<file path="config.mk">
export PLATFORM = sky130hd
export DESIGN_NAME = plm_ctrl
export DESIGN_NICKNAME = d
export VERILOG_FILES = /design/src/plm_pkg.sv /design/src/plm_ctrl.sv
export SDC_FILE = /design/constraint.sdc
export NUM_CORES = 1
export LEC_CHECK = 0
export BUFFER_PORTS_ARGS = -buffer_cell sky130_fd_sc_hd__buf_2
export CAP_MARGIN = 20
export CORE_ASPECT_RATIO = 0.9
export CORE_MARGIN = 10
export CORE_UTILIZATION = 51
export CTS_CLUSTER_SIZE = 12
export DETAILED_ROUTE_END_ITERATION = 6
export GPL_ROUTABILITY_DRIVEN = 1
export HOLD_SLACK_MARGIN = 0.02
export MAX_ROUTING_LAYER = met4
export PLACE_DENSITY = 0.76
export SLEW_MARGIN = 30
export SYNTH_ARGS = -nofsm -noshare
export SYNTH_HDL_FRONTEND = slang
export SYNTH_SLANG_ARGS = --single-unit
export TNS_END_PERCENT = 50
</file>
<file path="constraint.sdc">
create_clock -name aclk -period 1.3 [get_ports aclk]
set_input_delay 0.065 -clock aclk [delete_from_list [all_inputs] [get_ports aclk]]
set_output_delay 0.065 -clock aclk [all_outputs]
set_load 0.005 [all_outputs]
</file>
<file path="src/plm_pkg.sv">
// ----------------------------------------------------------------------------
// plm_pkg: shared types and codes of the pooled list manager
// Operation codes, cursor states, answer codes, datapath micro-op codes and
// the command/status structs between controller and datapath.
// ----------------------------------------------------------------------------
`default_nettype none

package plm_pkg;

    // pool sizes; the handle and count port widths are sized for these
    localparam int NUM_NODES = 64;
    localparam int NUM_LISTS = 16;

    // operation codes of a request
    localparam logic [3:0] OP_CREATE     = 4'd0;
    localparam logic [3:0] OP_COUNT      = 4'd1;
    localparam logic [3:0] OP_FIRST      = 4'd2;
    localparam logic [3:0] OP_LAST       = 4'd3;
    localparam logic [3:0] OP_NEXT       = 4'd4;
    localparam logic [3:0] OP_PREV       = 4'd5;
    localparam logic [3:0] OP_CURRENT    = 4'd6;
    localparam logic [3:0] OP_INS_AFTER  = 4'd7;
    localparam logic [3:0] OP_INS_BEFORE = 4'd8;
    localparam logic [3:0] OP_APPEND     = 4'd9;
    localparam logic [3:0] OP_PREPEND    = 4'd10;
    localparam logic [3:0] OP_REMOVE     = 4'd11;
    localparam logic [3:0] OP_TRIM       = 4'd12;
    localparam logic [3:0] OP_CONCAT     = 4'd13;
    localparam logic [3:0] OP_FREE       = 4'd14;
    localparam logic [3:0] OP_SEARCH     = 4'd15;

    // cursor states
    localparam logic [1:0] CUR_EMPTY  = 2'd0;
    localparam logic [1:0] CUR_ON     = 2'd1;
    localparam logic [1:0] CUR_BEFORE = 2'd2;
    localparam logic [1:0] CUR_PAST   = 2'd3;

    // answer codes
    localparam logic [1:0] ST_OK        = 2'd0;
    localparam logic [1:0] ST_NO_ITEM   = 2'd1;
    localparam logic [1:0] ST_POOL_FULL = 2'd2;
    localparam logic [1:0] ST_NO_HEAD   = 2'd3;

    // datapath micro-ops
    localparam int UOP_W = 5;
    localparam logic [UOP_W-1:0] U_NOP      = 5'd0;
    localparam logic [UOP_W-1:0] U_CLR      = 5'd1;
    localparam logic [UOP_W-1:0] U_LOAD     = 5'd2;
    localparam logic [UOP_W-1:0] U_HEADA    = 5'd3;
    localparam logic [UOP_W-1:0] U_HEADB    = 5'd4;
    localparam logic [UOP_W-1:0] U_ST1      = 5'd5;
    localparam logic [UOP_W-1:0] U_ST2      = 5'd6;
    localparam logic [UOP_W-1:0] U_ST3      = 5'd7;
    localparam logic [UOP_W-1:0] U_CREATE   = 5'd8;
    localparam logic [UOP_W-1:0] U_TGT_END  = 5'd9;
    localparam logic [UOP_W-1:0] U_TGT_MOVE = 5'd10;
    localparam logic [UOP_W-1:0] U_RDCUR    = 5'd11;
    localparam logic [UOP_W-1:0] U_TGT_RD   = 5'd12;
    localparam logic [UOP_W-1:0] U_CURNIL   = 5'd13;
    localparam logic [UOP_W-1:0] U_CURON    = 5'd14;
    localparam logic [UOP_W-1:0] U_TAKE     = 5'd15;
    localparam logic [UOP_W-1:0] U_TGT_CUR  = 5'd16;
    localparam logic [UOP_W-1:0] U_PN_RD    = 5'd17;
    localparam logic [UOP_W-1:0] U_PN_HEAD  = 5'd18;
    localparam logic [UOP_W-1:0] U_RDK      = 5'd19;
    localparam logic [UOP_W-1:0] U_LINK1    = 5'd20;
    localparam logic [UOP_W-1:0] U_LINK2    = 5'd21;
    localparam logic [UOP_W-1:0] U_K_CUR    = 5'd22;
    localparam logic [UOP_W-1:0] U_K_LAST   = 5'd23;
    localparam logic [UOP_W-1:0] U_UNL1     = 5'd24;
    localparam logic [UOP_W-1:0] U_UNL2     = 5'd25;
    localparam logic [UOP_W-1:0] U_CAT      = 5'd26;
    localparam logic [UOP_W-1:0] U_FREE     = 5'd27;
    localparam logic [UOP_W-1:0] U_TGT_S0   = 5'd28;
    localparam logic [UOP_W-1:0] U_SRD      = 5'd29;
    localparam logic [UOP_W-1:0] U_FIN      = 5'd30;

    typedef struct packed {
        logic [UOP_W-1:0] uop;
    } plm_cmd_t;

    typedef struct packed {
        logic [3:0] op;
        logic       a_ok;
        logic       b_ok;
        logic       same;
        logic [1:0] cur_st;
        logic       node_pool_empty;
        logic       head_pool_empty;
        logic       tgt_nil;
        logic       match;
        logic       clr_last;
    } plm_stat_t;

endpackage

`default_nettype wire

</file>
<file path="src/plm_ctrl.sv">
// ----------------------------------------------------------------------------
// plm_ctrl: controller of the pooled list manager
// Sequences the datapath micro-ops for each request, runs the link clearing
// pass after reset and owns the request/result handshakes.
// ----------------------------------------------------------------------------
`default_nettype none

module plm_ctrl (
    input  wire                 aclk,
    input  wire                 aresetn,
    input  wire                 s_valid,
    output logic                s_ready,
    output logic                m_valid,
    input  wire                 m_ready,
    output plm_pkg::plm_cmd_t   cmd,
    input  plm_pkg::plm_stat_t  stat
);
    import plm_pkg::*;

    localparam logic [4:0] S_CLR   = 5'd0;
    localparam logic [4:0] S_IDLE  = 5'd1;
    localparam logic [4:0] S_HA    = 5'd2;
    localparam logic [4:0] S_HB    = 5'd3;
    localparam logic [4:0] S_DISP  = 5'd4;
    localparam logic [4:0] S_MOVE  = 5'd5;
    localparam logic [4:0] S_CHK   = 5'd6;
    localparam logic [4:0] S_GOTGT = 5'd7;
    localparam logic [4:0] S_TAKE  = 5'd8;
    localparam logic [4:0] S_PN    = 5'd9;
    localparam logic [4:0] S_POPK  = 5'd10;
    localparam logic [4:0] S_LINK1 = 5'd11;
    localparam logic [4:0] S_LINK2 = 5'd12;
    localparam logic [4:0] S_UNL1  = 5'd13;
    localparam logic [4:0] S_UNL2  = 5'd14;
    localparam logic [4:0] S_SRD   = 5'd15;
    localparam logic [4:0] S_SCMP  = 5'd16;
    localparam logic [4:0] S_FIN   = 5'd17;

    logic [4:0] state_reg, state_next;
    logic       m_valid_reg, m_valid_next;

    // next state and micro-op
    always_comb begin
        state_next = state_reg;
        cmd.uop    = U_NOP;
        s_ready    = 1'b0;
        unique case (state_reg)
            S_CLR: begin
                cmd.uop = U_CLR;
                if (stat.clr_last) begin
                    state_next = S_IDLE;
                end
            end
            S_IDLE: begin
                s_ready = 1'b1;
                if (s_valid) begin
                    cmd.uop    = U_LOAD;
                    state_next = S_HA;
                end
            end
            S_HA: begin
                cmd.uop    = U_HEADA;
                state_next = S_HB;
            end
            S_HB: begin
                cmd.uop    = U_HEADB;
                state_next = S_DISP;
            end
            S_DISP: begin
                state_next = S_FIN;
                if (stat.op == OP_CREATE) begin
                    cmd.uop = stat.head_pool_empty ? U_ST3 : U_CREATE;
                end else if (!stat.a_ok || (stat.op == OP_CONCAT && !stat.b_ok)) begin
                    cmd.uop = U_ST1;
                end else begin
                    unique case (stat.op) inside
                        OP_FIRST, OP_LAST: begin
                            if (stat.cur_st == CUR_EMPTY) begin
                                cmd.uop = U_ST1;
                            end else begin
                                cmd.uop    = U_TGT_END;
                                state_next = S_GOTGT;
                            end
                        end
                        OP_NEXT, OP_PREV: begin
                            if (stat.cur_st == CUR_EMPTY) begin
                                cmd.uop = U_ST1;
                            end else if (stat.cur_st == CUR_ON) begin
                                cmd.uop    = U_RDCUR;
                                state_next = S_MOVE;
                            end else begin
                                cmd.uop    = U_TGT_MOVE;
                                state_next = S_CHK;
                            end
                        end
                        OP_CURRENT: begin
                            if (stat.cur_st == CUR_ON) begin
                                cmd.uop    = U_TGT_CUR;
                                state_next = S_GOTGT;
                            end else begin
                                cmd.uop = U_ST1;
                            end
                        end
                        OP_INS_AFTER, OP_INS_BEFORE, OP_APPEND, OP_PREPEND: begin
                            if (stat.node_pool_empty) begin
                                cmd.uop = U_ST2;
                            end else if ((stat.op == OP_INS_AFTER ||
                                          stat.op == OP_INS_BEFORE) &&
                                         stat.cur_st == CUR_ON) begin
                                cmd.uop    = U_RDCUR;
                                state_next = S_PN;
                            end else begin
                                cmd.uop    = U_PN_HEAD;
                                state_next = S_POPK;
                            end
                        end
                        OP_REMOVE: begin
                            if (stat.cur_st == CUR_ON) begin
                                cmd.uop    = U_K_CUR;
                                state_next = S_UNL1;
                            end else begin
                                cmd.uop = U_ST1;
                            end
                        end
                        OP_TRIM: begin
                            if (stat.cur_st == CUR_EMPTY) begin
                                cmd.uop = U_ST1;
                            end else begin
                                cmd.uop    = U_K_LAST;
                                state_next = S_UNL1;
                            end
                        end
                        OP_CONCAT: begin
                            cmd.uop = stat.same ? U_NOP : U_CAT;
                        end
                        OP_FREE: begin
                            cmd.uop = U_FREE;
                        end
                        OP_SEARCH: begin
                            if (stat.cur_st == CUR_EMPTY || stat.cur_st == CUR_PAST) begin
                                cmd.uop = U_ST1;
                            end else begin
                                cmd.uop    = U_TGT_S0;
                                state_next = S_SRD;
                            end
                        end
                        default: begin
                            cmd.uop = U_NOP;
                        end
                    endcase
                end
            end
            S_MOVE: begin
                cmd.uop    = U_TGT_RD;
                state_next = S_CHK;
            end
            S_CHK: begin
                if (stat.tgt_nil) begin
                    cmd.uop    = U_CURNIL;
                    state_next = S_FIN;
                end else begin
                    state_next = S_GOTGT;
                end
            end
            S_GOTGT: begin
                cmd.uop    = U_CURON;
                state_next = S_TAKE;
            end
            S_TAKE: begin
                cmd.uop    = U_TAKE;
                state_next = S_FIN;
            end
            S_PN: begin
                cmd.uop    = U_PN_RD;
                state_next = S_POPK;
            end
            S_POPK: begin
                cmd.uop    = U_RDK;
                state_next = S_LINK1;
            end
            S_LINK1: begin
                cmd.uop    = U_LINK1;
                state_next = S_LINK2;
            end
            S_LINK2: begin
                cmd.uop    = U_LINK2;
                state_next = S_FIN;
            end
            S_UNL1: begin
                cmd.uop    = U_UNL1;
                state_next = S_UNL2;
            end
            S_UNL2: begin
                cmd.uop    = U_UNL2;
                state_next = S_FIN;
            end
            S_SRD: begin
                if (stat.tgt_nil) begin
                    cmd.uop    = U_CURNIL;
                    state_next = S_FIN;
                end else begin
                    cmd.uop    = U_SRD;
                    state_next = S_SCMP;
                end
            end
            S_SCMP: begin
                if (stat.match) begin
                    state_next = S_GOTGT;
                end else begin
                    cmd.uop    = U_TGT_RD;
                    state_next = S_SRD;
                end
            end
            S_FIN: begin
                if (!m_valid_reg || m_ready) begin
                    cmd.uop    = U_FIN;
                    state_next = S_IDLE;
                end
            end
            default: begin
                state_next = S_IDLE;
            end
        endcase
    end

    // result slot
    always_comb begin
        if (cmd.uop == U_FIN) begin
            m_valid_next = 1'b1;
        end else if (m_ready) begin
            m_valid_next = 1'b0;
        end else begin
            m_valid_next = m_valid_reg;
        end
    end

    always_ff @(posedge aclk) begin
        if (!aresetn) begin
            state_reg   <= S_CLR;
            m_valid_reg <= 1'b0;
        end else begin
            state_reg   <= state_next;
            m_valid_reg <= m_valid_next;
        end
    end

    assign m_valid = m_valid_reg;

    // an accepted request starts with the head fetch
    assert property (@(posedge aclk) disable iff (!aresetn)
        (s_valid && s_ready) |=> (state_reg == S_HA))
        else $error("request not followed by head fetch");

    // a result is only written into a free or draining slot
    assert property (@(posedge aclk) disable iff (!aresetn)
        (cmd.uop == U_FIN) |-> (!m_valid_reg || m_ready))
        else $error("result overwritten");

    // a finished request shows its result next cycle
    assert property (@(posedge aclk) disable iff (!aresetn)
        (cmd.uop == U_FIN) |=> (m_valid_reg && state_reg == S_IDLE))
        else $error("result not presented");

endmodule

`default_nettype wire

</file>
==> results of run 1 <==
metal layers:
layer | vias up | share of wire, %
li1 | 934 | -
met1 | 957 | 42
met2 | 176 | 43
met3 | 30 | 12
met4 | 0 | 4.1
met5 | - | 0
cell families after synthesis:
kind of cell	share of synthesized area, %
AOI/OAI and AO/OA	42.9
and+or+nand+nor	35.4
buffers and inverters	9.88
DFF	8.63
adders and majority gates	1.80
xor gates and xnor gates	0.629
muxes	0.809
layout by cell type, fill, tap and decap left out, types with 5 or more instances in the layout:
master,Yosys,layout
o211ai_1,5,5
nor2_1,14,11
nand2b_1,9,8
buf_2,11,24
nor3_1,9,8
nand3_1,6,6
inv_1,10,10
buf_4,1,50
o21ai_0,14,10
nand2_1,14,14
nor3b_1,5,5
nor2b_1,7,7
o21ai_1,1,5
a21oi_1,14,13
worst max-delay path by stage:
stage                 startpoint           end  depth (start not counted)
floorplan           state_reg[1]        cmd[3]                          5
global placement         stat[5]  state_reg[4]                          9
detailed placement       stat[5]        cmd[4]                          9
CTS                 state_reg[1]        cmd[3]                          6
global route        state_reg[1]        cmd[3]                          6
finish              state_reg[0]        cmd[3]                          6
per-stage QoR:
step / setup slack, ps / util [%]
after CTS: -571 / 76.3
after floorplan: -140 / -
after global placement: -299 / 73.0
after detailed placement: -341 / 73.0
after global routing: -672 / 79.8
final: -598 / 79.8
power by group:
part | internal, mW | switching (mW) | leakage [nW]
combinational | 0.233 | 0.268 | 0.763
clock | 0.105 | 0.0757 | 0.0138
sequential | 0.189 | 0.00619 | 0.0504
timing repair:
item                                    4_1_cts  5_1_grt
buffers inserted                              1        1
pin swaps                                     4        6
resized for setup                            16       19
endpoints found under the setup margin       12       12
critical path, stage by stage, from the launching register on:
cell      delay, ps
dfxtp_2         350
or3_1           410
o22a_1          210
o22a_1          210
o311a_1         140
o311ai_1         80
buf_2           170
cell type report:
type	instances	area share (%)
clock buffer	3	1.11
inverter	10	1.86
multi-input combinational	174	61.6
sequential	6	6.19
tap	28	1.73
timing repair buffer	79	27.5
==> results.json, run 1 <==
{
  "grt_max_degree": 16,
  "layout_setup_ws_ps": -598,
  "ys_types": 56,
  "min_from": "aresetn",
  "grt_pass1_wl_um": 8580,
  "grt-busiest-layer": "met2",
  "drive_gt1_share_pct": 40.1,
  "num_io_pins": 25,
  "grtUsageMet1_pct": 28.2,
  "register_area_sq_um": 125,
  "arrival_ps": 1830,
  "r2r_slack_ps": -150,
  "dp.cells": 295,
  "viasPerCell": 6.99,
  "hold_violations": 0,
  "fin_cells": 300,
  "finalWorstPathRequiredPeriod_ps": 1900,
  "worst_slew_pin_slew_ps": 482,
  "yosys_warnings": 0,
  "status": "complete, but fails checks",
  "netlist_instances": 212,
  "end_kind": "output port",
  "cp_max_fo": 3,
  "rr_startpoint": "state_reg[0]",
  "start_kind": "flop",
  "area_growth_pct": 45.1,
  "min_to": "state_reg[4]",
  "avgSynthCellArea_sq_um": 6.57,
  "largest_reg_flops": 5,
  "fin_area_sq_mm": 0.00202,
  "ys_top_cells_by_area": "dfxtp_1 8.6%, a21oi_1 5.0%, o21ai_0 5.0%, nand2b_1 4.0%, buf_2 4.0%",
  "cts_root_buf": "clkbuf_4",
  "clk_latency_ps": 250,
  "cp_data_required_time_ps": 1240,
  "grt-ovfl-total": 0,
  "multi_input_area_sq_mm": 0.00124,
  "drtIter0Drc": 270,
  "wl_per_cell_um": 19.1,
  "synthArstFlopShare_pct": 0,
  "ys_ff_latch": 6,
  "nNetsFinal": 294,
  "hold_buffers": 0,
  "die_h_um": 69.6,
  "placed_area_sq_mm": 0.00185,
  "r2r-end": "state_reg[1]",
  "whs_path_depth": 2,
  "fin_setup_tns_ps": -3270,
  "synthFlopType": "dfxtp_1",
  "first_pass_iters": 5,
  "clock_skew_ps": 12.8,
  "use_met2_pct": 28.8,
  "cap_violations": 0,
  "die_area_sq_mm": 0.00522,
  "max-slew-margin-rel_pct": 67.4,
  "violations": "setup timing",
  "fp-row-count": 17,
  "nFillCells": 185,
  "hold_slack_ps": 130,
  "synth_edf_count": 0,
  "rsz0062_at_grt": "yes",
  "setup_viol": 11,
  "netlist_area_sq_mm": 0.00139,
  "max_freq_mhz": 527,
  "post-route-period-util_pct": 146,
  "hold_path_class": "input pin to flop",
  "path_clk_slew_ps": 60,
  "drc": 0,
  "ys_seq_area_share_pct": 8.63,
  "core-area_sq_mm": 0.00253,
  "reg2reg_depth": 5,
  "io_buffers": 24,
  "tritoncts": "yes",
  "cts_max_level": 1,
  "slew_viol_final": 0,
  "grtUsageMet3_pct": 4.85,
  "wl_um": 5730,
  "ant_nets": 0,
  "finalPower_uw": 877,
  "grt_antenna_before_repair": 0,
  "p_leak_nw": 0.827,
  "n_antenna_cell": 0,
  "grt_pass1_vias": 1849,
  "ir_drop_mv": 0.642,
  "syn_nets": 232,
  "synth_common_cells": "14 x a21oi_1, 14 x nand2_1, 14 x nor2_1, 14 x o21ai_0, 11 x buf_2",
  "synth_top_cell_by_area": "dfxtp_1",
  "clock_path_buffers": 2,
  "clkSinkCount": 6,
  "die_w_um": 75.1,
  "grt_util_all_layers_pct": 20.4,
  "place.gp.congestion": 1.01,
  "critPathKind": "flop to output port",
  "vias": 2097,
  "cts_buffers": 3,
  "start_util_pct": 55.0,
  "detailed_place_hpwl_um": 3910,
  "pwr_density_cell_mw_per_mm2": 434,
  "synth.top_cell.area_share_pct": 8.63
}
(Power assumes the default switching activity.)
==> inputs of run 2 (changes only) <==
- CORE_MARGIN: 10 -> unset
- CORE_UTILIZATION: 51 -> 38
- PLACE_DENSITY: 0.76 -> 0.62
==> results.json, run 2 (synthesized netlist as in run 1, its figures left out) <==
{
  "cap_violations": 0,
  "cp_max_fo": 3,
  "cts_max_level": 1,
  "worst-path-buf-inv": 1,
  "layout_commonest_cell": "buf_4",
  "layout_setup_ws_ps": -552,
  "tritoncts": "yes",
  "ir_drop_mv": 0.308,
  "fin_setup_tns_ps": -3400,
  "critPathKind": "flop to output port",
  "die_h_um": 59.4,
  "io_buffers": 24,
  "r2r_slack_ps": -250,
  "die_w_um": 65.8,
  "fp-row-count": 20,
  "max-slew-margin-rel_pct": 68.5,
  "grt-ovfl-total": 0,
  "grt_pass1_wl_um": 7580,
  "violations": "setup timing",
  "largest_reg_flops": 5,
  "drtIter0Drc": 234,
  "wl_um": 4740,
  "n_antenna_cell": 0,
  "max_freq_mhz": 540,
  "post-route-period-util_pct": 142,
  "place.gp.congestion": 0.922,
  "drive_gt1_share_pct": 38.2,
  "cts_buffers": 3,
  "hold_path_class": "input pin to flop",
  "cp_slowest_cell": "or4b_4",
  "area_growth_pct": 46.9,
  "fin_cells": 319,
  "viasPerCell": 5.93,
  "worst_slew_pin_slew_ps": 466,
  "finalWorstPathRequiredPeriod_ps": 1850,
  "setup_viol": 11,
  "p_leak_nw": 0.843,
  "nNetsFinal": 297,
  "pwr_density_cell_mw_per_mm2": 459,
  "arrival_ps": 1790,
  "vias": 1893,
  "clock_path_buffers": 2,
  "crit_family": "simple AND/OR/NAND/NOR gates",
  "core-area_sq_mm": 0.00343,
  "die_area_sq_mm": 0.00391,
  "clk_latency_ps": 220,
  "end_kind": "output port",
  "start_util_pct": 40.6,
  "hold_violations": 0,
  "start_kind": "flop",
  "detailed_place_hpwl_um": 3600,
  "placed_area_sq_mm": 0.00192,
  "final_cell_mix": "56 x buf_4, 24 x buf_2, 14 x o21ai_0, 14 x nand2_1, 14 x a21oi_1",
  "hold_slack_ps": 141,
  "cts_root_buf": "clkbuf_8",
  "status": "complete, but fails checks",
  "grt_antenna_before_repair": 0,
  "dp.cells": 315,
  "num_io_pins": 25,
  "grt_util_all_layers_pct": 25.0,
  "fin_area_sq_mm": 0.00205,
  "grt_max_degree": 15,
  "hold_buffers": 0,
  "grt_pass1_vias": 1672,
  "ant_nets": 0,
  "clock_skew_ps": 1.32,
  "nFillCells": 319,
  "cp_data_required_time_ps": 1240,
  "first_pass_iters": 4,
  "slew_viol_final": 0,
  "crit_chain": "nand2b_4 > or4b_4 > o22a_1 > o311a_1 > o221ai_1 > buf_2",
  "finalPower_uw": 939,
  "wl_per_cell_um": 14.9,
  "rsz0062_at_grt": "yes",
  "clkSinkCount": 6,
  "drc": 0,
  "path_clk_slew_ps": 40,
  "critPathMaxStageDelay_ps": 490
}
run 2: cell types whose count changed in the layout (fill, tap and decap cells not counted), sizes merged:
cell / before / now
buf: 79 / 82
run 2: worst paths after layout:
| check | from | cells past startpoint | end |
|---|---|---|---|
| setup reg to reg | state_reg[1] | 6 | state_reg[4] |
| hold / removal | aresetn | 2 | state_reg[4] |
| setup / recovery | state_reg[1] | 6 | cmd[2] |
| hold reg to reg | m_valid | 3 | m_valid |
run 2: where the power goes:
part	switching, mW	internal, mW
Sequential	0.00546	0.190
Clock	0.0727	0.198
Combinational	0.241	0.232
Total	0.319	0.620
run 2: layout make-up:
class                   instances  area [sq um]  area share (%)
inverters                      10          37.5            1.83
repair buffers                 82           581            28.4
clock buffers                   3          41.3            2.02
well taps                      44          55.1            2.69
flip-flops and latches          6           123            5.99
multi-input cells             174          1210            59.1
run 2: what timing repair did:
item | 4_1_cts | 5_1_grt
buffers inserted | 1 | 0
pin swaps | 3 | 1
setup endpoints to repair | 11 | 12
resized for setup | 7 | 9
hold endpoints to repair | 0 | 0
run 2: through the flow:
| stage | worst slack (ps) | util [%] |
|---|---|---|
| after global routing | -597 | 59.7 |
| after global placement | -323 | 56.1 |
| after detailed placement | -421 | 56.1 |
| final | -552 | 59.7 |
| after CTS | -532 | 58.2 |
| after floorplan | -140 | - |
run 2: metal layers:
metal | part of all wire (%) | routed length (um) | GRT usage, %
met2 | 46 | 2170 | 41.0
met5 | 0 | 0 | -
met1 | 47 | 2210 | 34.6
met3 | 6.8 | 321 | 1.92
met4 | 0.84 | 40 | 2.17
