--- src/plm_pkg.sv ---
// ----------------------------------------------------------------------------
// plm_pkg: shared types and codes of the pooled list manager
// Operation codes, cursor states, answer codes, datapath micro-op codes and
// the command/status structs between controller and datapath.
// ----------------------------------------------------------------------------
`default_nettype none

package plm_pkg;

    // pool sizes; the handle and count port widths are sized for these
    localparam int NUM_NODES = 64;
    localparam int NUM_LISTS = 16;

    // operation codes of a request
    localparam logic [3:0] OP_CREATE     = 4'd0;
    localparam logic [3:0] OP_COUNT      = 4'd1;
    localparam logic [3:0] OP_FIRST      = 4'd2;
    localparam logic [3:0] OP_LAST       = 4'd3;
    localparam logic [3:0] OP_NEXT       = 4'd4;
    localparam logic [3:0] OP_PREV       = 4'd5;
    localparam logic [3:0] OP_CURRENT    = 4'd6;
    localparam logic [3:0] OP_INS_AFTER  = 4'd7;
    localparam logic [3:0] OP_INS_BEFORE = 4'd8;
    localparam logic [3:0] OP_APPEND     = 4'd9;
    localparam logic [3:0] OP_PREPEND    = 4'd10;
    localparam logic [3:0] OP_REMOVE     = 4'd11;
    localparam logic [3:0] OP_TRIM       = 4'd12;
    localparam logic [3:0] OP_CONCAT     = 4'd13;
    localparam logic [3:0] OP_FREE       = 4'd14;
    localparam logic [3:0] OP_SEARCH     = 4'd15;

    // cursor states
    localparam logic [1:0] CUR_EMPTY  = 2'd0;
    localparam logic [1:0] CUR_ON     = 2'd1;
    localparam logic [1:0] CUR_BEFORE = 2'd2;
    localparam logic [1:0] CUR_PAST   = 2'd3;

    // answer codes
    localparam logic [1:0] ST_OK        = 2'd0;
    localparam logic [1:0] ST_NO_ITEM   = 2'd1;
    localparam logic [1:0] ST_POOL_FULL = 2'd2;
    localparam logic [1:0] ST_NO_HEAD   = 2'd3;

    // datapath micro-ops
    localparam int UOP_W = 5;
    localparam logic [UOP_W-1:0] U_NOP      = 5'd0;
    localparam logic [UOP_W-1:0] U_CLR      = 5'd1;
    localparam logic [UOP_W-1:0] U_LOAD     = 5'd2;
    localparam logic [UOP_W-1:0] U_HEADA    = 5'd3;
    localparam logic [UOP_W-1:0] U_HEADB    = 5'd4;
    localparam logic [UOP_W-1:0] U_ST1      = 5'd5;
    localparam logic [UOP_W-1:0] U_ST2      = 5'd6;
    localparam logic [UOP_W-1:0] U_ST3      = 5'd7;
    localparam logic [UOP_W-1:0] U_CREATE   = 5'd8;
    localparam logic [UOP_W-1:0] U_TGT_END  = 5'd9;
    localparam logic [UOP_W-1:0] U_TGT_MOVE = 5'd10;
    localparam logic [UOP_W-1:0] U_RDCUR    = 5'd11;
    localparam logic [UOP_W-1:0] U_TGT_RD   = 5'd12;
    localparam logic [UOP_W-1:0] U_CURNIL   = 5'd13;
    localparam logic [UOP_W-1:0] U_CURON    = 5'd14;
    localparam logic [UOP_W-1:0] U_TAKE     = 5'd15;
    localparam logic [UOP_W-1:0] U_TGT_CUR  = 5'd16;
    localparam logic [UOP_W-1:0] U_PN_RD    = 5'd17;
    localparam logic [UOP_W-1:0] U_PN_HEAD  = 5'd18;
    localparam logic [UOP_W-1:0] U_RDK      = 5'd19;
    localparam logic [UOP_W-1:0] U_LINK1    = 5'd20;
    localparam logic [UOP_W-1:0] U_LINK2    = 5'd21;
    localparam logic [UOP_W-1:0] U_K_CUR    = 5'd22;
    localparam logic [UOP_W-1:0] U_K_LAST   = 5'd23;
    localparam logic [UOP_W-1:0] U_UNL1     = 5'd24;
    localparam logic [UOP_W-1:0] U_UNL2     = 5'd25;
    localparam logic [UOP_W-1:0] U_CAT      = 5'd26;
    localparam logic [UOP_W-1:0] U_FREE     = 5'd27;
    localparam logic [UOP_W-1:0] U_TGT_S0   = 5'd28;
    localparam logic [UOP_W-1:0] U_SRD      = 5'd29;
    localparam logic [UOP_W-1:0] U_FIN      = 5'd30;

    typedef struct packed {
        logic [UOP_W-1:0] uop;
    } plm_cmd_t;

    typedef struct packed {
        logic [3:0] op;
        logic       a_ok;
        logic       b_ok;
        logic       same;
        logic [1:0] cur_st;
        logic       node_pool_empty;
        logic       head_pool_empty;
        logic       tgt_nil;
        logic       match;
        logic       clr_last;
    } plm_stat_t;

endpackage

`default_nettype wire

--- src/plm_dp.sv ---
// ----------------------------------------------------------------------------
// plm_dp: datapath of the pooled list manager
// Node memories (item, next link, prev link), list head registers, free
// chains, request/snapshot/work registers and the result register.
// ----------------------------------------------------------------------------
`default_nettype none

module plm_dp #(
    parameter int ITEM_WIDTH = 32
) (
    input  wire                   aclk,
    input  wire                   aresetn,
    input  plm_pkg::plm_cmd_t     cmd,
    output plm_pkg::plm_stat_t    stat,
    input  wire  [3:0]            s_operation,
    input  wire  [3:0]            s_list_id,
    input  wire  [3:0]            s_other_list,
    input  wire  [ITEM_WIDTH-1:0] s_item_value,
    input  wire  [ITEM_WIDTH-1:0] s_search_key,
    output logic [ITEM_WIDTH-1:0] m_result_item,
    output logic                  m_has_item,
    output logic [1:0]            m_status,
    output logic [3:0]            m_new_list,
    output logic [6:0]            m_item_count
);
    import plm_pkg::*;

    localparam int NLW  = $clog2(NUM_NODES + 1);
    localparam int NIDX = $clog2(NUM_NODES);
    localparam int HLW  = $clog2(NUM_LISTS + 1);
    localparam int HIDX = (NUM_LISTS > 1) ? $clog2(NUM_LISTS) : 1;
    localparam logic [NLW-1:0] NIL_N = NLW'(NUM_NODES);
    localparam logic [HLW-1:0] NIL_H = HLW'(NUM_LISTS);

    // request
    logic [3:0]            req_op_reg, req_id_reg, req_other_reg;
    logic [ITEM_WIDTH-1:0] req_val_reg, req_key_reg;

    // list heads
    logic [NLW-1:0] head_first_reg [NUM_LISTS];
    logic [NLW-1:0] head_last_reg  [NUM_LISTS];
    logic [NLW-1:0] head_cur_reg   [NUM_LISTS];
    logic [NLW-1:0] head_len_reg   [NUM_LISTS];
    logic [1:0]     head_st_reg    [NUM_LISTS];
    logic [HLW-1:0] head_fnext_reg [NUM_LISTS];
    logic           head_used_reg  [NUM_LISTS];
    logic [HLW-1:0] free_head_top_reg;
    logic [NLW-1:0] free_node_top_reg;
    logic [NLW-1:0] clr_idx_reg;

    // snapshots of the two heads
    logic           a_ok_reg, b_ok_reg;
    logic [NLW-1:0] a_first_reg, a_last_reg, a_cur_reg, a_len_reg;
    logic [1:0]     a_st_reg;
    logic [NLW-1:0] b_first_reg, b_last_reg, b_len_reg;

    // work registers
    logic [NLW-1:0]        tgt_reg, p_reg, n_reg, k_reg;
    logic [ITEM_WIDTH-1:0] rd_item_reg;
    logic [NLW-1:0]        rd_next_reg, rd_prev_reg;

    // result
    logic [ITEM_WIDTH-1:0] r_item_reg;
    logic                  r_has_reg;
    logic [1:0]            r_status_reg;
    logic [3:0]            r_new_reg;
    logic [ITEM_WIDTH-1:0] m_item_reg;
    logic                  m_has_reg;
    logic [1:0]            m_status_reg;
    logic [3:0]            m_new_reg;
    logic [6:0]            m_count_reg;

    // node memories
    logic [ITEM_WIDTH-1:0] node_item_mem [NUM_NODES];
    logic [NLW-1:0]        node_next_mem [NUM_NODES];
    logic [NLW-1:0]        node_prev_mem [NUM_NODES];

    logic [HIDX-1:0] a_idx, b_idx, hsel, fh_idx;
    logic            a_in, b_in, hsel_in, hr_ok, fwd;
    logic [NLW-1:0]  hr_first, hr_last, hr_cur, hr_len, new_len;
    logic [1:0]      hr_st;
    logic [6:0]      count_out;

    logic            rd_en, nx_we, pv_we, it_we;
    logic [NLW-1:0]  rd_addr, nx_wa, nx_wd, pv_wa, pv_wd;

    // head read port
    assign a_idx   = HIDX'(req_id_reg);
    assign b_idx   = HIDX'(req_other_reg);
    assign a_in    = int'(req_id_reg) < NUM_LISTS;
    assign b_in    = int'(req_other_reg) < NUM_LISTS;
    assign hsel    = (cmd.uop == U_HEADB) ? b_idx : a_idx;
    assign hsel_in = (cmd.uop == U_HEADB) ? b_in : a_in;
    assign hr_ok   = hsel_in && head_used_reg[hsel];
    assign hr_first = head_first_reg[hsel];
    assign hr_last  = head_last_reg[hsel];
    assign hr_cur   = head_cur_reg[hsel];
    assign hr_len   = head_len_reg[hsel];
    assign hr_st    = head_st_reg[hsel];
    assign fh_idx   = free_head_top_reg[HIDX-1:0];
    assign fwd      = (req_op_reg != OP_PREV);
    assign new_len  = a_len_reg - NLW'(1);

    assign count_out = (req_op_reg != OP_CREATE && a_ok_reg &&
                        (req_op_reg != OP_CONCAT || b_ok_reg)) ? 7'(hr_len) : 7'd0;

    // status to controller
    always_comb begin
        stat.op              = req_op_reg;
        stat.a_ok            = a_ok_reg;
        stat.b_ok            = b_ok_reg;
        stat.same            = (req_id_reg == req_other_reg);
        stat.cur_st          = a_st_reg;
        stat.node_pool_empty = (free_node_top_reg == NIL_N);
        stat.head_pool_empty = (free_head_top_reg == NIL_H);
        stat.tgt_nil         = (tgt_reg == NIL_N);
        stat.match           = (rd_item_reg == req_key_reg);
        stat.clr_last        = (clr_idx_reg == NLW'(NUM_NODES - 1));
    end

    // node memory port control
    always_comb begin
        rd_en   = 1'b0;
        rd_addr = a_cur_reg;
        nx_we   = 1'b0;
        nx_wa   = k_reg;
        nx_wd   = n_reg;
        pv_we   = 1'b0;
        pv_wa   = k_reg;
        pv_wd   = p_reg;
        it_we   = 1'b0;
        unique case (cmd.uop)
            U_CLR: begin
                nx_we = 1'b1;
                nx_wa = clr_idx_reg;
                nx_wd = clr_idx_reg + NLW'(1);
                pv_we = 1'b1;
                pv_wa = clr_idx_reg;
                pv_wd = NIL_N;
            end
            U_RDCUR, U_K_CUR: begin
                rd_en   = 1'b1;
                rd_addr = a_cur_reg;
            end
            U_K_LAST: begin
                rd_en   = 1'b1;
                rd_addr = a_last_reg;
            end
            U_CURON, U_SRD: begin
                rd_en   = 1'b1;
                rd_addr = tgt_reg;
            end
            U_RDK: begin
                rd_en   = 1'b1;
                rd_addr = free_node_top_reg;
            end
            U_LINK1: begin
                nx_we = 1'b1;
                pv_we = 1'b1;
                it_we = 1'b1;
            end
            U_LINK2: begin
                nx_we = (p_reg != NIL_N);
                nx_wa = p_reg;
                nx_wd = k_reg;
                pv_we = (n_reg != NIL_N);
                pv_wa = n_reg;
                pv_wd = k_reg;
            end
            U_UNL1: begin
                nx_we = (rd_prev_reg != NIL_N);
                nx_wa = rd_prev_reg;
                nx_wd = rd_next_reg;
                pv_we = (rd_next_reg != NIL_N);
                pv_wa = rd_next_reg;
                pv_wd = rd_prev_reg;
            end
            U_UNL2: begin
                nx_we = 1'b1;
                nx_wd = free_node_top_reg;
                pv_we = 1'b1;
                pv_wd = NIL_N;
            end
            U_CAT: begin
                nx_we = (a_len_reg != '0) && (b_len_reg != '0);
                nx_wa = a_last_reg;
                nx_wd = b_first_reg;
                pv_we = nx_we;
                pv_wa = b_first_reg;
                pv_wd = a_last_reg;
            end
            U_FREE: begin
                nx_we = (a_len_reg != '0);
                nx_wa = a_last_reg;
                nx_wd = free_node_top_reg;
            end
            default: begin
            end
        endcase
    end

    // node memories: one write port each, shared registered read
    always_ff @(posedge aclk) begin
        if (it_we) begin
            node_item_mem[k_reg[NIDX-1:0]] <= req_val_reg;
        end
        if (nx_we) begin
            node_next_mem[nx_wa[NIDX-1:0]] <= nx_wd;
        end
        if (pv_we) begin
            node_prev_mem[pv_wa[NIDX-1:0]] <= pv_wd;
        end
        if (rd_en) begin
            rd_item_reg <= node_item_mem[rd_addr[NIDX-1:0]];
            rd_next_reg <= node_next_mem[rd_addr[NIDX-1:0]];
            rd_prev_reg <= node_prev_mem[rd_addr[NIDX-1:0]];
        end
    end

    // list heads, free chains, clearing counter
    always_ff @(posedge aclk) begin
        if (!aresetn) begin
            for (int i = 0; i < NUM_LISTS; i++) begin
                head_first_reg[i] <= NIL_N;
                head_last_reg[i]  <= NIL_N;
                head_cur_reg[i]   <= NIL_N;
                head_len_reg[i]   <= '0;
                head_st_reg[i]    <= CUR_EMPTY;
                head_used_reg[i]  <= 1'b0;
                head_fnext_reg[i] <= HLW'(i + 1);
            end
            free_head_top_reg <= '0;
            free_node_top_reg <= '0;
            clr_idx_reg       <= '0;
        end else begin
            unique case (cmd.uop)
                U_CLR: begin
                    clr_idx_reg <= clr_idx_reg + NLW'(1);
                end
                U_CREATE: begin
                    free_head_top_reg      <= head_fnext_reg[fh_idx];
                    head_fnext_reg[fh_idx] <= NIL_H;
                    head_first_reg[fh_idx] <= NIL_N;
                    head_last_reg[fh_idx]  <= NIL_N;
                    head_cur_reg[fh_idx]   <= NIL_N;
                    head_len_reg[fh_idx]   <= '0;
                    head_st_reg[fh_idx]    <= CUR_EMPTY;
                    head_used_reg[fh_idx]  <= 1'b1;
                end
                U_CURNIL: begin
                    head_cur_reg[a_idx] <= NIL_N;
                    head_st_reg[a_idx]  <= (req_op_reg == OP_PREV) ? CUR_BEFORE : CUR_PAST;
                end
                U_CURON: begin
                    head_cur_reg[a_idx] <= tgt_reg;
                    head_st_reg[a_idx]  <= CUR_ON;
                end
                U_LINK1: begin
                    free_node_top_reg <= rd_next_reg;
                end
                U_LINK2: begin
                    if (p_reg == NIL_N) begin
                        head_first_reg[a_idx] <= k_reg;
                    end
                    if (n_reg == NIL_N) begin
                        head_last_reg[a_idx] <= k_reg;
                    end
                    head_len_reg[a_idx] <= a_len_reg + NLW'(1);
                    head_cur_reg[a_idx] <= k_reg;
                    head_st_reg[a_idx]  <= CUR_ON;
                end
                U_UNL1: begin
                    if (rd_prev_reg == NIL_N) begin
                        head_first_reg[a_idx] <= rd_next_reg;
                    end
                    if (rd_next_reg == NIL_N) begin
                        head_last_reg[a_idx] <= rd_prev_reg;
                    end
                    head_len_reg[a_idx] <= new_len;
                    if (new_len == '0) begin
                        head_cur_reg[a_idx] <= NIL_N;
                        head_st_reg[a_idx]  <= CUR_EMPTY;
                    end else if (req_op_reg == OP_TRIM) begin
                        head_cur_reg[a_idx] <= rd_prev_reg;
                        head_st_reg[a_idx]  <= CUR_ON;
                    end else begin
                        head_cur_reg[a_idx] <= rd_next_reg;
                        head_st_reg[a_idx]  <= (rd_next_reg == NIL_N) ? CUR_PAST : CUR_ON;
                    end
                end
                U_UNL2: begin
                    free_node_top_reg <= k_reg;
                end
                U_CAT: begin
                    if (b_len_reg != '0) begin
                        if (a_len_reg == '0) begin
                            head_first_reg[a_idx] <= b_first_reg;
                            head_cur_reg[a_idx]   <= NIL_N;
                            head_st_reg[a_idx]    <= CUR_BEFORE;
                        end
                        head_last_reg[a_idx] <= b_last_reg;
                        head_len_reg[a_idx]  <= a_len_reg + b_len_reg;
                    end
                    // release the other head
                    head_first_reg[b_idx] <= NIL_N;
                    head_last_reg[b_idx]  <= NIL_N;
                    head_cur_reg[b_idx]   <= NIL_N;
                    head_len_reg[b_idx]   <= '0;
                    head_st_reg[b_idx]    <= CUR_EMPTY;
                    head_used_reg[b_idx]  <= 1'b0;
                    head_fnext_reg[b_idx] <= free_head_top_reg;
                    free_head_top_reg     <= HLW'(b_idx);
                end
                U_FREE: begin
                    if (a_len_reg != '0) begin
                        free_node_top_reg <= a_first_reg;
                    end
                    head_first_reg[a_idx] <= NIL_N;
                    head_last_reg[a_idx]  <= NIL_N;
                    head_cur_reg[a_idx]   <= NIL_N;
                    head_len_reg[a_idx]   <= '0;
                    head_st_reg[a_idx]    <= CUR_EMPTY;
                    head_used_reg[a_idx]  <= 1'b0;
                    head_fnext_reg[a_idx] <= free_head_top_reg;
                    free_head_top_reg     <= HLW'(a_idx);
                end
                default: begin
                end
            endcase
        end
    end

    // request, snapshots, work and result registers
    always_ff @(posedge aclk) begin
        unique case (cmd.uop)
            U_LOAD: begin
                req_op_reg    <= s_operation;
                req_id_reg    <= s_list_id;
                req_other_reg <= s_other_list;
                req_val_reg   <= s_item_value;
                req_key_reg   <= s_search_key;
                r_item_reg    <= '0;
                r_has_reg     <= 1'b0;
                r_status_reg  <= ST_OK;
                r_new_reg     <= 4'd0;
            end
            U_HEADA: begin
                a_ok_reg    <= hr_ok;
                a_first_reg <= hr_first;
                a_last_reg  <= hr_last;
                a_cur_reg   <= hr_cur;
                a_len_reg   <= hr_len;
                a_st_reg    <= hr_st;
            end
            U_HEADB: begin
                b_ok_reg    <= hr_ok;
                b_first_reg <= hr_first;
                b_last_reg  <= hr_last;
                b_len_reg   <= hr_len;
            end
            U_ST1, U_CURNIL: begin
                r_status_reg <= ST_NO_ITEM;
            end
            U_ST2: begin
                r_status_reg <= ST_POOL_FULL;
            end
            U_ST3: begin
                r_status_reg <= ST_NO_HEAD;
            end
            U_CREATE: begin
                r_new_reg <= 4'(free_head_top_reg);
            end
            U_TGT_END: begin
                tgt_reg <= (req_op_reg == OP_FIRST) ? a_first_reg : a_last_reg;
            end
            U_TGT_MOVE: begin
                if (a_st_reg == CUR_BEFORE) begin
                    tgt_reg <= fwd ? a_first_reg : NIL_N;
                end else begin
                    tgt_reg <= fwd ? NIL_N : a_last_reg;
                end
            end
            U_TGT_RD: begin
                tgt_reg <= fwd ? rd_next_reg : rd_prev_reg;
            end
            U_TGT_CUR: begin
                tgt_reg <= a_cur_reg;
            end
            U_TGT_S0: begin
                tgt_reg <= (a_st_reg == CUR_BEFORE) ? a_first_reg : a_cur_reg;
            end
            U_TAKE, U_UNL1: begin
                r_item_reg <= rd_item_reg;
                r_has_reg  <= 1'b1;
            end
            U_PN_RD: begin
                if (req_op_reg == OP_INS_AFTER) begin
                    p_reg <= a_cur_reg;
                    n_reg <= rd_next_reg;
                end else begin
                    p_reg <= rd_prev_reg;
                    n_reg <= a_cur_reg;
                end
            end
            U_PN_HEAD: begin
                if (req_op_reg == OP_PREPEND || (req_op_reg != OP_APPEND &&
                    (a_st_reg == CUR_BEFORE ||
                     (a_st_reg == CUR_EMPTY && req_op_reg == OP_INS_BEFORE)))) begin
                    p_reg <= NIL_N;
                    n_reg <= a_first_reg;
                end else begin
                    p_reg <= a_last_reg;
                    n_reg <= NIL_N;
                end
            end
            U_RDK: begin
                k_reg <= free_node_top_reg;
            end
            U_K_CUR: begin
                k_reg <= a_cur_reg;
            end
            U_K_LAST: begin
                k_reg <= a_last_reg;
            end
            U_FIN: begin
                m_item_reg   <= r_item_reg;
                m_has_reg    <= r_has_reg;
                m_status_reg <= r_status_reg;
                m_new_reg    <= r_new_reg;
                m_count_reg  <= count_out;
            end
            default: begin
            end
        endcase
    end

    assign m_result_item = m_item_reg;
    assign m_has_item    = m_has_reg;
    assign m_status      = m_status_reg;
    assign m_new_list    = m_new_reg;
    assign m_item_count  = m_count_reg;

    // free node pointer is a node or null
    assert property (@(posedge aclk) disable iff (!aresetn)
        free_node_top_reg <= NIL_N)
        else $error("free node pointer out of range");

    // a node is only taken from a non-empty pool
    assert property (@(posedge aclk) disable iff (!aresetn)
        (cmd.uop == U_LINK1) |-> (free_node_top_reg != NIL_N))
        else $error("node taken from empty pool");

    // the node being linked in is a real node
    assert property (@(posedge aclk) disable iff (!aresetn)
        (cmd.uop == U_LINK2) |-> (k_reg != NIL_N))
        else $error("null node linked");

endmodule

`default_nettype wire

--- config.mk ---
export PLATFORM = sky130hd
export DESIGN_NAME = plm_dp
export DESIGN_NICKNAME = d
export VERILOG_FILES = /design/src/plm_pkg.sv /design/src/plm_dp.sv
export SDC_FILE = /design/constraint.sdc
export NUM_CORES = 2
export LEC_CHECK = 0
export BUFFER_PORTS_ARGS = -buffer_cell sky130_fd_sc_hd__buf_2
export CORE_MARGIN = 2
export CORE_UTILIZATION = 45
export DETAILED_ROUTE_END_ITERATION = 12
export GPL_ROUTABILITY_DRIVEN = 0
export SETUP_SLACK_MARGIN = 0.5
export SLEW_MARGIN = 10
export SYNTH_ARGS = -nofsm -noshare
export SYNTH_HDL_FRONTEND = slang
export SYNTH_SLANG_ARGS = --single-unit
--- constraint.sdc ---
create_clock -name aclk -period 8.5 [get_ports aclk]
set_input_delay 1.7 -clock aclk [delete_from_list [all_inputs] [get_ports aclk]]
set_output_delay 1.7 -clock aclk [all_outputs]
set_load 0.05 [all_outputs]
==> summary.txt <==
Clocking
  • Post-CTS Resized: 0
  • Clock buffer count from CTS: 394
  • Sink Count: between 3k and 4k
  • Post CTS Setup Buffer Count: 0
  • Clk root buf: clkbuf_16
  • Clock Latency Late Sink: approximately 0.98 ns
  • CTS Buffer Depth: 4
  • CTS Hold Bufs: 0
  • Clk slew on worst S/H paths: 0.06 ns
  • Htree depth: 5
  • CTS tree: done

Worst hold path
  • Hold Startpoint: r_item_reg[0]
  • Hold Crit Class: reg2reg

Floorplan
  • Die ar.: 0.354 mm²
  • Initial core utilization: 0.453
  • IO Pins: 143
  • Rows: 216
  • CORE AREA: 0.347 mm²
  • Chip Width: 595 µm
  • Die height: 595 µm

Job
  • Maxcap violations: 0

Layout
  • Area grow syn2layout: 12.0%
  • Nets: between 10k and 15k
  • Ratio of cells with drive above 1 in the final layout: 0.103
  • Number of flip-flops in the largest register: approximately 2k
  • Cell area after layout: 0.176 mm²

Critical path
  • Crit start category: primary input
  • Crit. End Element: flop
  • CP startpoint: cmd[4]
  • Critical-path top delay cell: a211oi_4
  • Crit-path max FO: 36
  • R2r startpoint: a_last_reg[0]
  • Data arrival, critical path: approximately 6.8 ns
  • CP peak stage delay: 0.98 ns
  • CP Class: in2reg
  • CP required: 9.37 ns
  • Critical-path cell list: buf_2 -> or3b_2 -> nor2_1 -> nand4_1 -> nand2_1 -> nand2_1 -> a211oi_4 -> mux2i_1 -> nor2_1

Yosys
  • Top cells by area, synth: edfxtp_1 (63%), nand2_1 (8.1%), dfxtp_1 (6.6%)
  • EDFF count, synth: 3,312
  • Synth unique cells: 89
  • Synth Area per Inst: 12.1 µm²
  • Sequential-to-total area share from yosys stat: 0.699
  • Mapped Area: between 0.15 and 0.2 mm²
  • Yosys top cell area share: 0.633
  • Yosys reg bits: 3,831
  • Mapped Cells: around 13k
  • Synth warn: 0
  • Top_reg_cell synth: edfxtp_1
  • Synth async-reset ratio: 0
  • Syn Nets: 13.1k
  • Cell taking the most area after synthesis: edfxtp_1

STA
  • Part of the cycle the worst path needs: 0.695
  • Setup Skew: around 0.077 ns
  • Final setup viols: 0
  • Max-slew headroom: 0.0884
  • Sum of negative setup slack: 0 ns
  • F_max: about 170 MHz
  • Clock period minus worst slack: 5.90 ns
  • RSZ-0062 raised after global routing: no
  • Fin. Hold Viols: 0
  • Final Max Slew Viols: 0
  • Least-Margin Pin Slew: 1.37 ns

Place
  • Number of port buffers: 142
  • HPWL Detailed: 281,000 µm
  • Post-DP Area: 0.163 mm²

Global routing
  • First-pass GRT wire length: roughly 700,000 µm
  • Initial antenna violation count: 16
  • GRT overflow: 0
  • Vias in the first global route: between 100k and 150k
  • GRT Total Usage: 0.265
  • Largest net degree at the start of global routing: 214

Detailed routing
  • First-pass DRT Iterations: 7
  • Vias per inst: 6.12
  • Number of DRC markers in iteration 0: 15.1k
  • Vias: 109k
  • Final WL: 484,000 µm
  • DRC Markers: 0
  • Antenna-violating nets left: 0
  • Routed length per placed instance: roughly 27 µm

Pwr
  • Power Dens Cells: 221 mW/mm²
  • Peak VDD IR: 0.176 mV
  • Lkg Pwr: between 0.05 and 0.06 µW

Outcome
  • Status: completed
-- cell type report --
type	instances	area (µm²)
clock buffers	500	10600
repair buffers	434	3430
diodes	10	25.0
well taps	4578	5730
multi-input cells	8261	44200
clock inverters	222	1990
inverters	26	97.6
fillers	29400	171000
flip-flops and latches	3831	110000
-- final timing paths --
| kind | slack, ns | end | cells after the start |
|---|---|---|---|
| setup / recovery | 2.60 | head_first_reg[7][3] | 9 |
| hold / removal | 0.42 | m_result_item[0] | 0 |
| setup reg to reg | 3.82 | rd_item_reg[16] | 9 |
| hold reg to reg | 0.42 | m_result_item[0] | 0 |
-- cell usage after synthesis (all sizes together) (7+ instances only) --
| cell type | count |
|---|---|
| mux4 | 53 |
| or3 | 16 |
| nand3b | 25 |
| mux2 | 61 |
| o21ai | 140 |
| o22ai | 29 |
| a41oi | 90 |
| a22oi | 47 |
| buf | 336 |
| inv | 26 |
| clkbuf | 579 |
| a21oi | 457 |
| a222oi | 11 |
| and3 | 165 |
| ha | 10 |
| or2 | 46 |
| o21a | 86 |
| o211ai | 15 |
| o31ai | 17 |
| nor3 | 51 |
| nand2 | 3372 |
| or3b | 7 |
| nand2b | 42 |
| a221oi | 10 |
| a221o | 11 |
| nor2b | 19 |
| nor2 | 803 |
| and2 | 39 |
| xor2 | 44 |
| a311oi | 77 |
| edfxtp | 3312 |
| mux2i | 252 |
| xnor2 | 12 |
| nand4 | 213 |
| dfxtp | 519 |
| nor4 | 64 |
| nand3 | 1241 |
| a32oi | 179 |
| or4 | 91 |
| a22o | 11 |
| a211oi | 30 |
| a31oi | 358 |
-- worst max-delay path: cells and delay by family --
family                 cells  cell delay (ns)
and+or+nand+nor            6             3.34
AOI/OAI and AO/OA          1             0.98
buffers and inverters      1             0.53
muxes                      1             0.18
-- cells by family after synthesis --
kind of cell             Yosys count  synth area share
AND/OR/NAND/NOR                 6218             0.174
adder cells (fa/ha/maj)           11          0.000924
multiplexers                     366            0.0281
buffers and inverters            941            0.0258
flip-flops                      3831             0.699
XOR/XNOR                          56           0.00312
AO/OA/AOI/OAI                   1610            0.0684
-- cells in the final DEF (no fill, tap or decap), drive strengths merged, types with 91 or more instances in the layout --
cell type	instances
clkbuf	500
and3	165
nor2	803
o21ai	140
a31oi	358
a32oi	179
nand3	1241
dfxtp	519
mux2i	252
clkinv	170
nand4	213
nand2	3372
buf	434
a21oi	457
edfxtp	3312
or4	91
-- layer usage --
metal  GRT usage  share of wire  up-vias
li1            -              -    47700
met1       0.376           0.41    54400
met2       0.405           0.45     6108
met3      0.0537           0.10     1068
met4      0.0949          0.039        6
met5           0       0.000083        -
-- where the power goes --
| group | switching [µW] | internal (µW) |
|---|---|---|
| combinational | 1120 | 352 |
| clock | 7290 | 9710 |
| sequential | 79.2 | 20400 |
-- stage by stage --
stage	hold slack [ns]	power, µW	utilization	worst slack (ns)	instances
6_report	0.418	38900	0.507	2.60	17900
4_1_cts	0.418	39100	0.507	2.84	17900
3_3_place_gp	0.401	22300	0.471	1.97	17100
2_1_floorplan	0.400	21700	-	1.67	13000
5_1_grt	0.422	39900	0.507	2.40	17900
3_5_place_dp	0.405	22300	0.471	1.85	17100
(Power assumes the default switching activity.)
